`config.mk`:
```
export PLATFORM = sky130hd
export DESIGN_NAME = gdrc_queue
export DESIGN_NICKNAME = d
export VERILOG_FILES = /design/src/rtl/core/gdrc_pkg.sv /design/src/rtl/core/gdrc_queue.sv
export SDC_FILE = /design/constraint.sdc
export NUM_CORES = 1
export LEC_CHECK = 0
export BUFFER_PORTS_ARGS = -buffer_cell sky130_fd_sc_hd__clkbuf_2
export CAP_MARGIN = 20
export CELL_PAD_IN_SITES_DETAIL_PLACEMENT = 0
export CELL_PAD_IN_SITES_GLOBAL_PLACEMENT = 1
export CORE_MARGIN = 4
export CORE_UTILIZATION = 30
export CTS_BUF_LIST = sky130_fd_sc_hd__clkbuf_8
export DETAILED_ROUTE_END_ITERATION = 16
export PLACE_DENSITY = 0.54
export SYNTH_ARGS = -nofsm -noshare
export SYNTH_HDL_FRONTEND = slang
export SYNTH_SLANG_ARGS = --single-unit
```
`constraint.sdc`:
```
create_clock -name clk -period 20.2 [get_ports clk]
set_clock_uncertainty 0.1 [all_clocks]
set_input_delay 4.04 -clock clk [delete_from_list [all_inputs] [get_ports clk]]
set_output_delay 4.04 -clock clk [all_outputs]
set_load 0.005 [all_outputs]
```
`src/rtl/core/gdrc_pkg.sv`:
```
// shared types, constants and codes of the grid dda ray caster
`timescale 1ns / 1ps
`default_nettype none
package gdrc_pkg;

	localparam int MAP_DIM_DEF = 64;
	localparam int FRAC_BITS   = 10;
	localparam int CELL_W      = 6;
	localparam int DELTA_W     = 18;
	localparam int POS_W       = 16;
	localparam int DIR_W       = 16;
	localparam int VH_W        = 12;
	localparam int MAPREG_W    = 7;
	localparam int QUOT_W      = 22;
	localparam int HEIGHT_W    = 12;
	localparam int SPAN_W      = 11;
	localparam int FRACT_W     = 10;
	localparam int IN_DATA_W   = 120;
	localparam int OUT_DATA_W  = 80;
	localparam int CFG_IDX_W   = 2;
	localparam int CFG_DATA_W  = 12;

	localparam logic [DELTA_W-1:0]  PERP_MAX   = '1;
	localparam logic [HEIGHT_W-1:0] HEIGHT_MAX = '1;
	localparam logic [VH_W-1:0]     VH_MAX     = VH_W'(2048);
	localparam logic [FRAC_BITS:0]  ONE_CELL   = (FRAC_BITS+1)'(1024);

	localparam logic [CFG_IDX_W-1:0] REG_MAP_COLUMNS = 2'd0;
	localparam logic [CFG_IDX_W-1:0] REG_MAP_ROWS    = 2'd1;
	localparam logic [CFG_IDX_W-1:0] REG_VIEW_HEIGHT = 2'd2;

	localparam logic CMD_WRITE = 1'b0;
	localparam logic CMD_CAST  = 1'b1;

	typedef struct packed {
		logic [MAPREG_W-1:0] map_columns;
		logic [MAPREG_W-1:0] map_rows;
		logic [VH_W-1:0]     view_height;
	} cfg_t;

	typedef struct packed {
		logic                     is_ray;
		logic [CELL_W-1:0]        cell_col;
		logic [CELL_W-1:0]        cell_row;
		logic                     cell_is_wall;
		logic [POS_W-1:0]         origin_x;
		logic [POS_W-1:0]         origin_y;
		logic signed [DIR_W-1:0]  dir_x;
		logic signed [DIR_W-1:0]  dir_y;
		logic [DELTA_W-1:0]       delta_x;
		logic [DELTA_W-1:0]       delta_y;
		logic [DELTA_W-1:0]       start_x;
		logic [DELTA_W-1:0]       start_y;
	} item_t;

	typedef struct packed {
		logic                wall_found;
		logic                hit_side;
		logic [CELL_W-1:0]   hit_col;
		logic [CELL_W-1:0]   hit_row;
		logic [DELTA_W-1:0]  perp_distance;
		logic [HEIGHT_W-1:0] column_height;
		logic [SPAN_W-1:0]   span_top;
		logic [SPAN_W-1:0]   span_bottom;
		logic [FRACT_W-1:0]  hit_fraction;
	} result_t;

	typedef enum logic [2:0] {
		ST_CLEAR,
		ST_IDLE,
		ST_STEP,
		ST_CHECK,
		ST_PERP,
		ST_DIV,
		ST_DONE
	} back_state_t;

endpackage
`default_nettype wire

```
`src/rtl/core/gdrc_queue.sv`:
```
// two word queue between front and back
`timescale 1ns / 1ps
`default_nettype none
module gdrc_queue (
	input  wire              clk,
	input  wire              arst_n,
	input  wire              push,
	input  gdrc_pkg::item_t  push_item,
	output logic             full,
	input  wire              pop,
	output gdrc_pkg::item_t  pop_item,
	output logic             empty
);
	import gdrc_pkg::*;

	item_t      entry_q [2];
	logic       wptr_q, rptr_q;
	logic [1:0] count_q;

	assign full     = (count_q == 2'd2);
	assign empty    = (count_q == 2'd0);
	assign pop_item = entry_q[rptr_q];

	always_ff @(posedge clk or negedge arst_n) begin
		if (!arst_n) begin
			wptr_q  <= 1'b0;
			rptr_q  <= 1'b0;
			count_q <= 2'd0;
		end else begin
			if (push) begin
				wptr_q <= !wptr_q;
			end
			if (pop) begin
				rptr_q <= !rptr_q;
			end
			if (push && !pop) begin
				count_q <= count_q + 2'd1;
			end else if (pop && !push) begin
				count_q <= count_q - 2'd1;
			end
		end
	end

	always_ff @(posedge clk) begin
		if (push) begin
			entry_q[wptr_q] <= push_item;
		end
	end
endmodule
`default_nettype wire

```
==> metrics.csv, run 1 <==
stage,metric,value,unit
clock_tree,CTS tree,yes,
grt,met2 Resource Use GR,0.175,
flow_run,total of max-cap violations,0,
timing,post-route minimum period,7.35,ns
timing,Slew Limit Fails,0,
pwr,Clock power frac,0.251,
routing,final wirelength,24.4,mm
routing,drc violations,0,
timing,RSZ-0062 raised after global routing,false,
routing,DR vias,5675,
timing,Final setup viols,0,
timing,Hold Fails Final Rpt,0,
die,Site Rows,71,
finish,"Design Area, Final",14400,um2
die,number of I/O pins,306,
timing,Final WS setup,12.85,ns
setup_path,worst-path fanout max,38,
grt,vias in the first global route,6312,
die,chip width,203,um
routing,"antenna viol nets, final",0,
die,core area,37600,um2
routing,Avg WL per Cell,17.7,um
place,DP Worst Slack,13.41,ns
finish,synth-to-layout area growth,26.3,%
clock_tree,CTS H-Tree Depth,2,
pwr,maximum vdd drop,0.0000647,V
synth,Post-Syn Area,11400,um2
die,Starting Density,0.303,
pwr,P per Cell Area,133,nW/um2
grt,met1 Usage GRT,0.142,
synth,Synth Area in Simple Gates,0.00231,
place,Port Buffers,305,
place,Placed Area,13500,um2
timing,Final TNS setup,0,ns
synth,Synthesized Nets,638,
clock_tree,number of post-CTS setup repair buffers,0,
setup_path,CP startpoint kind,flip-flop,
clock_tree,post-cts resize count,0,
run_status,status,completed,
grt,GRT overflow,0,
grt,largest net degree at the start of global routing,59,
synth,Post-Syn Instances,483,
hold_path,Hold Crit Class,flip-flop to flip-flop,
finish,final core utilization,0.382,
setup_path,crit end category,primary output,
synth,register area share after synthesis,0.801,
finish,register area,9110,um2
setup_path,CP Data Required Time,16.06,ns
pwr,NetSw,0.540,mW
die,die height,203,um
synth,Adder-Cell Fraction of Synth Area,0.00110,
grt,initial antenna violation count,3,
finish,layout cells sized above 1,0.604,
clock_tree,Clock Sink Count,304,
grt,GRT Total Usage,0.116,
hold_path,Hold Path Depth,1,
grt,most used routing layer,met2,
pwr,total power,1.91,mW
setup_path,Setup CP Type,flip-flop to primary output,
pwr,switch share,0.282,
finish,Multi-input gate area,2120,um2
routing,drt initial violations,192,
synth,XOR/XNOR Fraction of Synth Area,0.00385,
pwr,sequential power share,0.462,
clock_tree,Clock Root Buffer,clkbuf_8,
timing,slew at the pin closest to its max-slew limit,0.863,ns
timing,Slew Limit Headroom,0.425,
pwr,Comb power frac,0.287,
clock_tree,worst skew pair latency,0.60,ns
synth,Synth warnings,0,
synth,post-synthesis mux area share,0.178,
finish,fillcell total,3573,
grt,first-pass GRT wire length,36.8,mm
clock_tree,Clock Tree Buf Depth,3,
die,Die ar.,41100,um2
clock_tree,Worst-path clk slew,0.06,ns
finish,nets@finish,987,
routing,vias per inst,4.10,
place,Post-DP HPWL,16.5,mm
synth,Synth cell types,13,
routing,Pre-antenna DRT Iters,4,
clock_tree,hold buffers post-CTS,0,
timing,Peak Freq,136,MHz
place,routability cong.,0.696,
grt,met3 GRT Util,0.0585,
pwr,Cell Int Power,1.37,mW
setup_path,CP arrival,3.21,ns
timing,Final Cycle Share,0.364,
synth,syn avg cell area,23.6,um2
synth,number of synthesized register bits,304,
setup_path,Worst Reg-to-Reg Cells,2,
synth,Synth Area in Compound Gates,0,
clock_tree,total CTS buffers,51,
synth,main combinational cell family by area after synthesis,multiplexers,
pwr,static leakage,5.72,nW
==> cell usage in the layout, fill, tap and decap left out, drive strengths merged, types with 2 or more instances in the layout <==
| cell type | n |
|---|---|
| mux2 | 150 |
| nor2 | 2 |
| clkbuf | 356 |
| buf | 8 |
| inv | 20 |
| nor2b | 2 |
| xor2 | 4 |
| clkinv | 18 |
| edfxtp | 300 |
| diode | 4 |
| dfrtp | 4 |
==> cell type report <==
type | instances | share of cell area
multi-input cells | 161 | 0.147
well taps | 511 | 0.0445
repair buffers | 313 | 0.111
inverters | 1 | 0.000261
diodes | 4 | 0.000697
flip-flops and latches | 304 | 0.634
clock buffers | 51 | 0.0488
clock inverters | 38 | 0.0128
==> cells in the mapped netlist <==
master | n | area (um2)
xnor2_1 | 1 | 8.76
ha_1 | 1 | 12.5
xor2_1 | 4 | 35.0
dfrtp_1 | 4 | 100
mux2_2 | 60 | 676
nor2_1 | 2 | 7.51
edfxtp_1 | 300 | 9010
buf_6 | 11 | 124
inv_1 | 1 | 3.75
and2_1 | 1 | 6.26
mux2_4 | 90 | 1350
nor2b_1 | 2 | 12.5
buf_2 | 6 | 30.0
==> routing by layer <==
| metal | vias up | routed length, um |
|---|---|---|
| met2 | 233 | 10900 |
| met3 | 50 | 2820 |
| met4 | 0 | 713 |
| li1 | 2646 | - |
| met1 | 2746 | 10000 |
| met5 | - | 0 |
==> worst max-delay path, stage by stage (launching register included) <==
cell	delay, ns
dfrtp_4	0.84
buf_4	0.61
buf_4	0.62
mux2_4	0.36
clkbuf_2	0.11
==> logic make-up (layout without fill, tap and decap cells) <==
logic type | Yosys count | count (layout)
flops | 304 | 304
mux | 150 | 150
buf+inv | 18 | 403
xor+xnor | 5 | 5
simple gates | 5 | 5
fa+ha+maj | 1 | 1
other cells | 0 | 4
==> power groups by stage <==
| stage | clock (mW) | sequential, mW | combinational, mW |
|---|---|---|---|
| 4_1_cts | 0.505 | 0.886 | 0.569 |
| 2_1_floorplan | 0 | 0.896 | 0.365 |
| 3_3_place_gp | 0 | 0.898 | 0.566 |
| 3_5_place_dp | 0 | 0.898 | 0.568 |
| 6_report | 0.481 | 0.883 | 0.548 |
| 5_1_grt | 0.534 | 0.896 | 0.597 |
==> final timing paths <==
kind | slack, ns | from | to
worst max-delay path | 12.85 | rptr_q$_DFFE_PN0P_ | pop_item[95]
worst min-delay path | 0.39 | count_q[1]$_DFFE_PN0P_ | count_q[1]$_DFFE_PN0P_
worst max register to register | 17.93 | wptr_q$_DFFE_PN0P_ | entry_q[1][56]$_DFFE_PP_
worst min register to register | 0.39 | count_q[1]$_DFFE_PN0P_ | count_q[1]$_DFFE_PN0P_
max in group asynchronous | 16.71 | arst_n | rptr_q$_DFFE_PN0P_
min in group asynchronous | 3.14 | arst_n | rptr_q$_DFFE_PN0P_
==> flip-flops by register name (all words and copies together) (netlist names) <==
signal and count:
count_q 2, entry_q 300, rptr_q 1, wptr_q 1
==> per-stage QoR <==
stage / instances / hold WS, ns
finish: 1383 / 0.395
global route: 1379 / 0.417
CTS: 1379 / 0.399
detailed placement: 1290 / 0.380
global placement: 1289 / 0.391
floorplan: 483 / 0.355
Power figures use the tool's default switching activity.
==> run 2: changes to the inputs <==
- clock period: 20.2 -> 7.2 ns (I/O delays scaled with it)
==> run 2 against run 1 <==
Compared with the run above: combinational power grew to 2.8 times the previous value; non-clock buffer count shrank 3; global-route usage grew 0.32 points; worst setup slack lost 10 ns; worst hold slack lost 0.0063 ns; sequential power grew to 2.8 times the previous value; final area grew 0.50%; first-iteration DRC count grew 0.52%; sequential cell count is the same; cell count grew 0.29%; critical path depth shrank 1; clock power grew to 3.0 times the previous value; largest power group unchanged.
==> metrics.csv, run 2 (synthesis results as in run 1) <==
stage,metric,value,unit
finish,layout cells sized above 1,0.612,
grt,first-pass GRT wire length,37.4,mm
die,die height,203,um
timing,Final setup viols,0,
routing,Avg WL per Cell,18.1,um
pwr,Cell Int Power,3.91,mW
routing,"antenna viol nets, final",0,
die,Starting Density,0.303,
place,routability cong.,0.706,
timing,Final TNS setup,0,ns
finish,largest register by flop count,entry_q,
setup_path,CP Data Required Time,5.66,ns
timing,Hold Fails Final Rpt,0,
finish,most frequent cells in the layout,"305 x clkbuf_2, 300 x edfxtp_1, 90 x mux2_4, 60 x mux2_2, 55 x clkbuf_8",
setup_path,Worst path max stage delay,0.99,ns
finish,top flop regs,"entry_q (300), count_q (2)",
timing,Final Cycle Share,0.604,
finish,"most common cell after layout, fill and taps aside",clkbuf_2,
clock_tree,post-cts resize count,0,
clock_tree,CTS H-Tree Depth,2,
setup_path,Worst path top cell family by delay,flip-flops,
finish,synth-to-layout area growth,26.9,%
pwr,sequential power share,0.459,
run_status,status,completed,
timing,post-route minimum period,4.35,ns
routing,drc violations,0,
routing,vias per inst,4.17,
clock_tree,worst skew pair latency,0.60,ns
finish,max reg flops,300,
pwr,NetSw,1.55,mW
setup_path,CP max-delay cell,dfrtp_4,
setup_path,CP Cell Sequence,"buf_12, mux2_2, clkbuf_2",
pwr,Comb power frac,0.276,
finish,nets@finish,987,
timing,Peak Freq,230,MHz
clock_tree,number of post-CTS setup repair buffers,0,
clock_tree,Clock Tree Buf Depth,3,
clock_tree,hold buffers post-CTS,0,
die,Die ar.,41100,um2
grt,initial antenna violation count,1,
setup_path,CP arrival,2.81,ns
routing,final wirelength,25.0,mm
routing,Pre-antenna DRT Iters,4,
timing,slew at the pin closest to its max-slew limit,1.00,ns
pwr,static leakage,5.75,nW
setup_path,worst-path fanout max,65,
grt,largest net degree at the start of global routing,87,
timing,RSZ-0062 raised after global routing,false,
place,Port Buffers,305,
hold_path,Hold Crit Class,flip-flop to flip-flop,
grt,GRT Total Usage,0.120,
routing,DR vias,5784,
pwr,Clock power frac,0.265,
place,Post-DP HPWL,16.1,mm
setup_path,crit end category,primary output,
clock_tree,CTS tree,yes,
clock_tree,Clock Root Buffer,clkbuf_8,
die,chip width,203,um
finish,fin cells,1387,
grt,vias in the first global route,6222,
pwr,P per Cell Area,378,nW/um2
die,Site Rows,71,
setup_path,Setup CP Type,flip-flop to primary output,
clock_tree,Clock Sink Count,304,
routing,drt initial violations,193,
die,number of I/O pins,306,
pwr,maximum vdd drop,0.000234,V
clock_tree,total CTS buffers,54,
clock_tree,Worst-path clk slew,0.06,ns
timing,Slew Limit Headroom,0.333,
setup_path,CP startpoint kind,flip-flop,
place,Placed Cells,1287,
pwr,switch share,0.285,
grt,GRT overflow,0,
die,core area,37600,um2
flow_run,total of max-cap violations,0,
setup_path,CP bufs+invs,2,
timing,Slew Limit Fails,0,
## run 2: cell types whose count changed in the layout (fill, tap and decap cells not counted), moves of 2 or more
cell        change
clkinvlp_4      +3
clkbuf_8        +4
clkinv_2        +9
diode_2         -2
inv_6           -2
buf_4           -4
clkinv_1        -5
## run 2: per-stage QoR
step	util	cell area (um2)	setup slack, ns	hold slack, ns	power (mW)
3_5_place_dp	0.358	13500	3.45	0.379	4.10
2_1_floorplan	-	11400	1.31	0.356	3.52
6_report	0.384	14400	2.85	0.388	5.46
3_3_place_gp	0.358	13500	3.45	0.378	4.10
4_1_cts	0.384	14400	2.74	0.390	5.60
5_1_grt	0.384	14400	2.69	0.425	5.79
## run 2: path summary, 6_finish.rpt
| check | from | to | slack (ns) | cells past startpoint |
|---|---|---|---|---|
| worst min-delay path | count_q[1]$_DFFE_PN0P_ | count_q[1]$_DFFE_PN0P_ | 0.39 | 1 |
| worst max register to register | wptr_q$_DFFE_PN0P_ | entry_q[0][105]$_DFFE_PP_ | 4.85 | 2 |
| worst min register to register | count_q[1]$_DFFE_PN0P_ | count_q[1]$_DFFE_PN0P_ | 0.39 | 1 |
| max in group asynchronous | arst_n | rptr_q$_DFFE_PN0P_ | 6.31 | 1 |
| min in group asynchronous | arst_n | rptr_q$_DFFE_PN0P_ | 0.54 | 1 |
| worst max-delay path | rptr_q$_DFFE_PN0P_ | pop_item[34] | 2.85 | 3 |
## run 2: area by class of cell
cell class	count	area (um2)
Tap cell	511	639
Clock buffer	55	757
Multi-Input combinational cell	161	2120
Fill cell	3610	23100
Antenna cell	2	5.00
Sequential cell	304	9110
Inverter	1	3.75
Timing Repair Buffer	310	1590
Clock inverter	43	215
## run 2: power by group through the flow
| stage | Sequential [mW] | Clock [mW] | Combinational, mW |
|---|---|---|---|
| final | 2.51 | 1.45 | 1.51 |
| after CTS | 2.52 | 1.52 | 1.56 |
| after global placement | 2.55 | 0 | 1.55 |
| after detailed placement | 2.55 | 0 | 1.55 |
| after floorplan | 2.49 | 0 | 1.03 |
| after global routing | 2.54 | 1.61 | 1.64 |
## run 2: worst register-to-register path: stages, from the launching register on
cell and delay (ns):
dfrtp_1 0.43, nor2b_4 0.50, buf_4 0.86
## run 2: routing by layer
layer,share of wire,track usage
met1,0.41,0.149
met2,0.47,0.185
met3,0.096,0.0508
met4,0.024,0.0483
met5,0.00044,0
==> run 3: changes to the inputs <==
- clock period: 7.2 -> 4.2 ns (I/O delays scaled with it)
==> run 3 against run 2 <==
Compared with the run above: clock-buffer cell count fell by 1; critical endpoint is now pop_item[141]; power is 70% higher; sequential cell count unchanged; sequential share of layout area fell by 0.087 points; cell count down 0.65%; final area increased by 0.14%; worst setup slack got worse by 2.0 ns; die area is the same; critical path depth unchanged; wire length shrank 3.2%; combinational power grew 79%; register-to-register slack lost 2.6 ns.
==> metrics.csv, run 3 (synthesis results as in run 1) <==
stage,metric,value,unit
timing,Final WS setup,0.827,ns
die,Site Rows,71,
routing,Pre-antenna DRT Iters,4,
clock_tree,CTS tree,yes,
routing,routed wl met2,11.4,mm
timing,Final TNS setup,0,ns
pwr,switch share,0.281,
clock_tree,Clock Sink Count,304,
place,Placed Cells,1289,
finish,most frequent cells in the layout,"305 x clkbuf_2, 300 x edfxtp_1, 90 x mux2_4, 60 x mux2_2, 54 x clkbuf_8",
setup_path,CP bufs+invs,2,
routing,drc violations,0,
place,Placed Area,13500,um2
pwr,sequential power share,0.453,
setup_path,crit end category,primary output,
setup_path,Worst path top cell family by delay,flip-flops,
finish,nets@finish,988,
finish,max reg flops,300,
finish,n_diodes,0,
place,Port Buffers,305,
die,number of I/O pins,306,
clock_tree,Worst-path clk slew,0.06,ns
setup_path,Worst path max stage delay,0.74,ns
pwr,Clock power frac,0.256,
timing,Hold Fails Final Rpt,0,
finish,"most common cell after layout, fill and taps aside",clkbuf_2,
setup_path,Worst Reg-to-Reg Cells,2,
routing,met3 routed WL,2.37,mm
grt,largest net degree at the start of global routing,66,
clock_tree,post-cts resize count,0,
setup_path,worst-path fanout max,65,
timing,post-route minimum period,3.37,ns
hold_path,HP Start,push_item[41],
place,Post-DP HPWL,15.6,mm
timing,Peak Freq,296,MHz
setup_path,CP arrival,2.43,ns
routing,vias per inst,4.11,
hold_path,Hold Crit Class,input port to flip-flop,
flow_run,total of max-cap violations,0,
routing,Avg WL per Cell,17.6,um
clock_tree,worst skew pair latency,0.59,ns
die,Die ar.,41100,um2
pwr,P per Cell Area,643,nW/um2
finish,fin cells,1378,
grt,GRT Total Usage,0.115,
clock_tree,CTS H-Tree Depth,2,
setup_path,FF-to-FF setup slack,2.22,ns
die,chip width,203,um
routing,top routing layer in use,met4,
timing,Final setup viols,0,
timing,Slew Limit Headroom,0.381,
run_status,status,completed,
grt,first-pass GRT wire length,35.9,mm
setup_path,Setup CP Type,flip-flop to primary output,
routing,DR vias,5665,
pwr,NetSw,2.61,mW
die,die height,203,um
timing,hold slack,0.325,ns
setup_path,reg-to-reg critical path endpoint,entry_q[0][63]$_DFFE_PP_,
timing,Slew Limit Fails,0,
die,core area,37600,um2
timing,slew at the pin closest to its max-slew limit,0.927,ns
setup_path,CP startpoint kind,flip-flop,
pwr,Cell Int Power,6.69,mW
hold_path,hold path endpoint,entry_q[1][41]$_DFFE_PP_,
finish,synth-to-layout area growth,27.1,%
timing,RSZ-0062 raised after global routing,false,
finish,largest register by flop count,entry_q,
clock_tree,Clock Root Buffer,clkbuf_8,
setup_path,Stages on worst setup path,3,
finish,"Design Area, Final",14500,um2
pwr,Comb power frac,0.291,
finish,layout cells sized above 1,0.608,
setup_path,CP Cell Sequence,"buf_12, mux2_2, clkbuf_2",
finish,top flop regs,"entry_q (300), count_q (2)",
grt,initial antenna violation count,0,
clock_tree,Clock Tree Buf Depth,3,
grt,GRT overflow,0,
hold_path,Hold Path Depth,1,
timing,Final Cycle Share,0.803,
pwr,maximum vdd drop,0.000294,V
routing,"antenna viol nets, final",0,
setup_path,CP max-delay cell,dfrtp_4,
routing,drt initial violations,229,
routing,final wirelength,24.3,mm
clock_tree,total CTS buffers,52,
setup_path,CP Data Required Time,3.26,ns
place,routability cong.,0.676,
grt,vias in the first global route,6103,
routing,met1 wire length,9.81,mm
die,Starting Density,0.303,
setup_path,worst r2r src,wptr_q$_DFFE_PN0P_,
pwr,static leakage,5.75,nW
place,DP Worst Slack,1.40,ns
run 3: layout make-up:
type | instances | area (um2)
Inverter | 1 | 3.75
Clock inverter | 34 | 166
Tap cell | 511 | 639
Multi-Input combinational cell | 161 | 2120
Clock buffer | 54 | 743
Sequential cell | 304 | 9110
Fill cell | 3586 | 23100
Timing Repair Buffer | 313 | 1680
run 3: metal layers:
| metal | vias up | GRT usage |
|---|---|---|
| met5 | - | 0 |
| met4 | 0 | 0.0429 |
| met3 | 46 | 0.0551 |
| met2 | 215 | 0.181 |
| met1 | 2770 | 0.137 |
| li1 | 2634 | - |
run 3: power by group through the flow:
stage / Clock [mW] / Combinational, mW / Sequential (mW)
after floorplan: 0 / 1.76 / 4.22
after global placement: 0 / 2.82 / 4.27
after detailed placement: 0 / 2.80 / 4.29
after CTS: 2.50 / 2.81 / 4.23
after global routing: 2.64 / 2.95 / 4.27
final: 2.38 / 2.71 / 4.21
run 3: repair_timing:
item / in CTS / in global routing
endpoints found under the hold margin: 4 / 0
hold buffers: 1 / 0
setup buffers: 0 / 0
run 3: worst max-delay path by stage:
stage / start / to / slack (ns)
after CTS: rptr_q$_DFFE_PN0P_ / pop_item[141] / 0.71
final: rptr_q$_DFFE_PN0P_ / pop_item[141] / 0.83
after global routing: rptr_q$_DFFE_PN0P_ / pop_item[141] / 0.68
after global placement: rptr_q$_DFFE_PN0P_ / pop_item[141] / 1.41
after floorplan: push / entry_q[0][0]$_DFFE_PP_ / 0.58
after detailed placement: rptr_q$_DFFE_PN0P_ / pop_item[141] / 1.40
run 3: through the flow:
step	util	total power, mW
floorplan	-	5.98
global placement	0.360	7.09
detailed placement	0.360	7.09
CTS	0.385	9.55
global route	0.385	9.85
finish	0.385	9.30
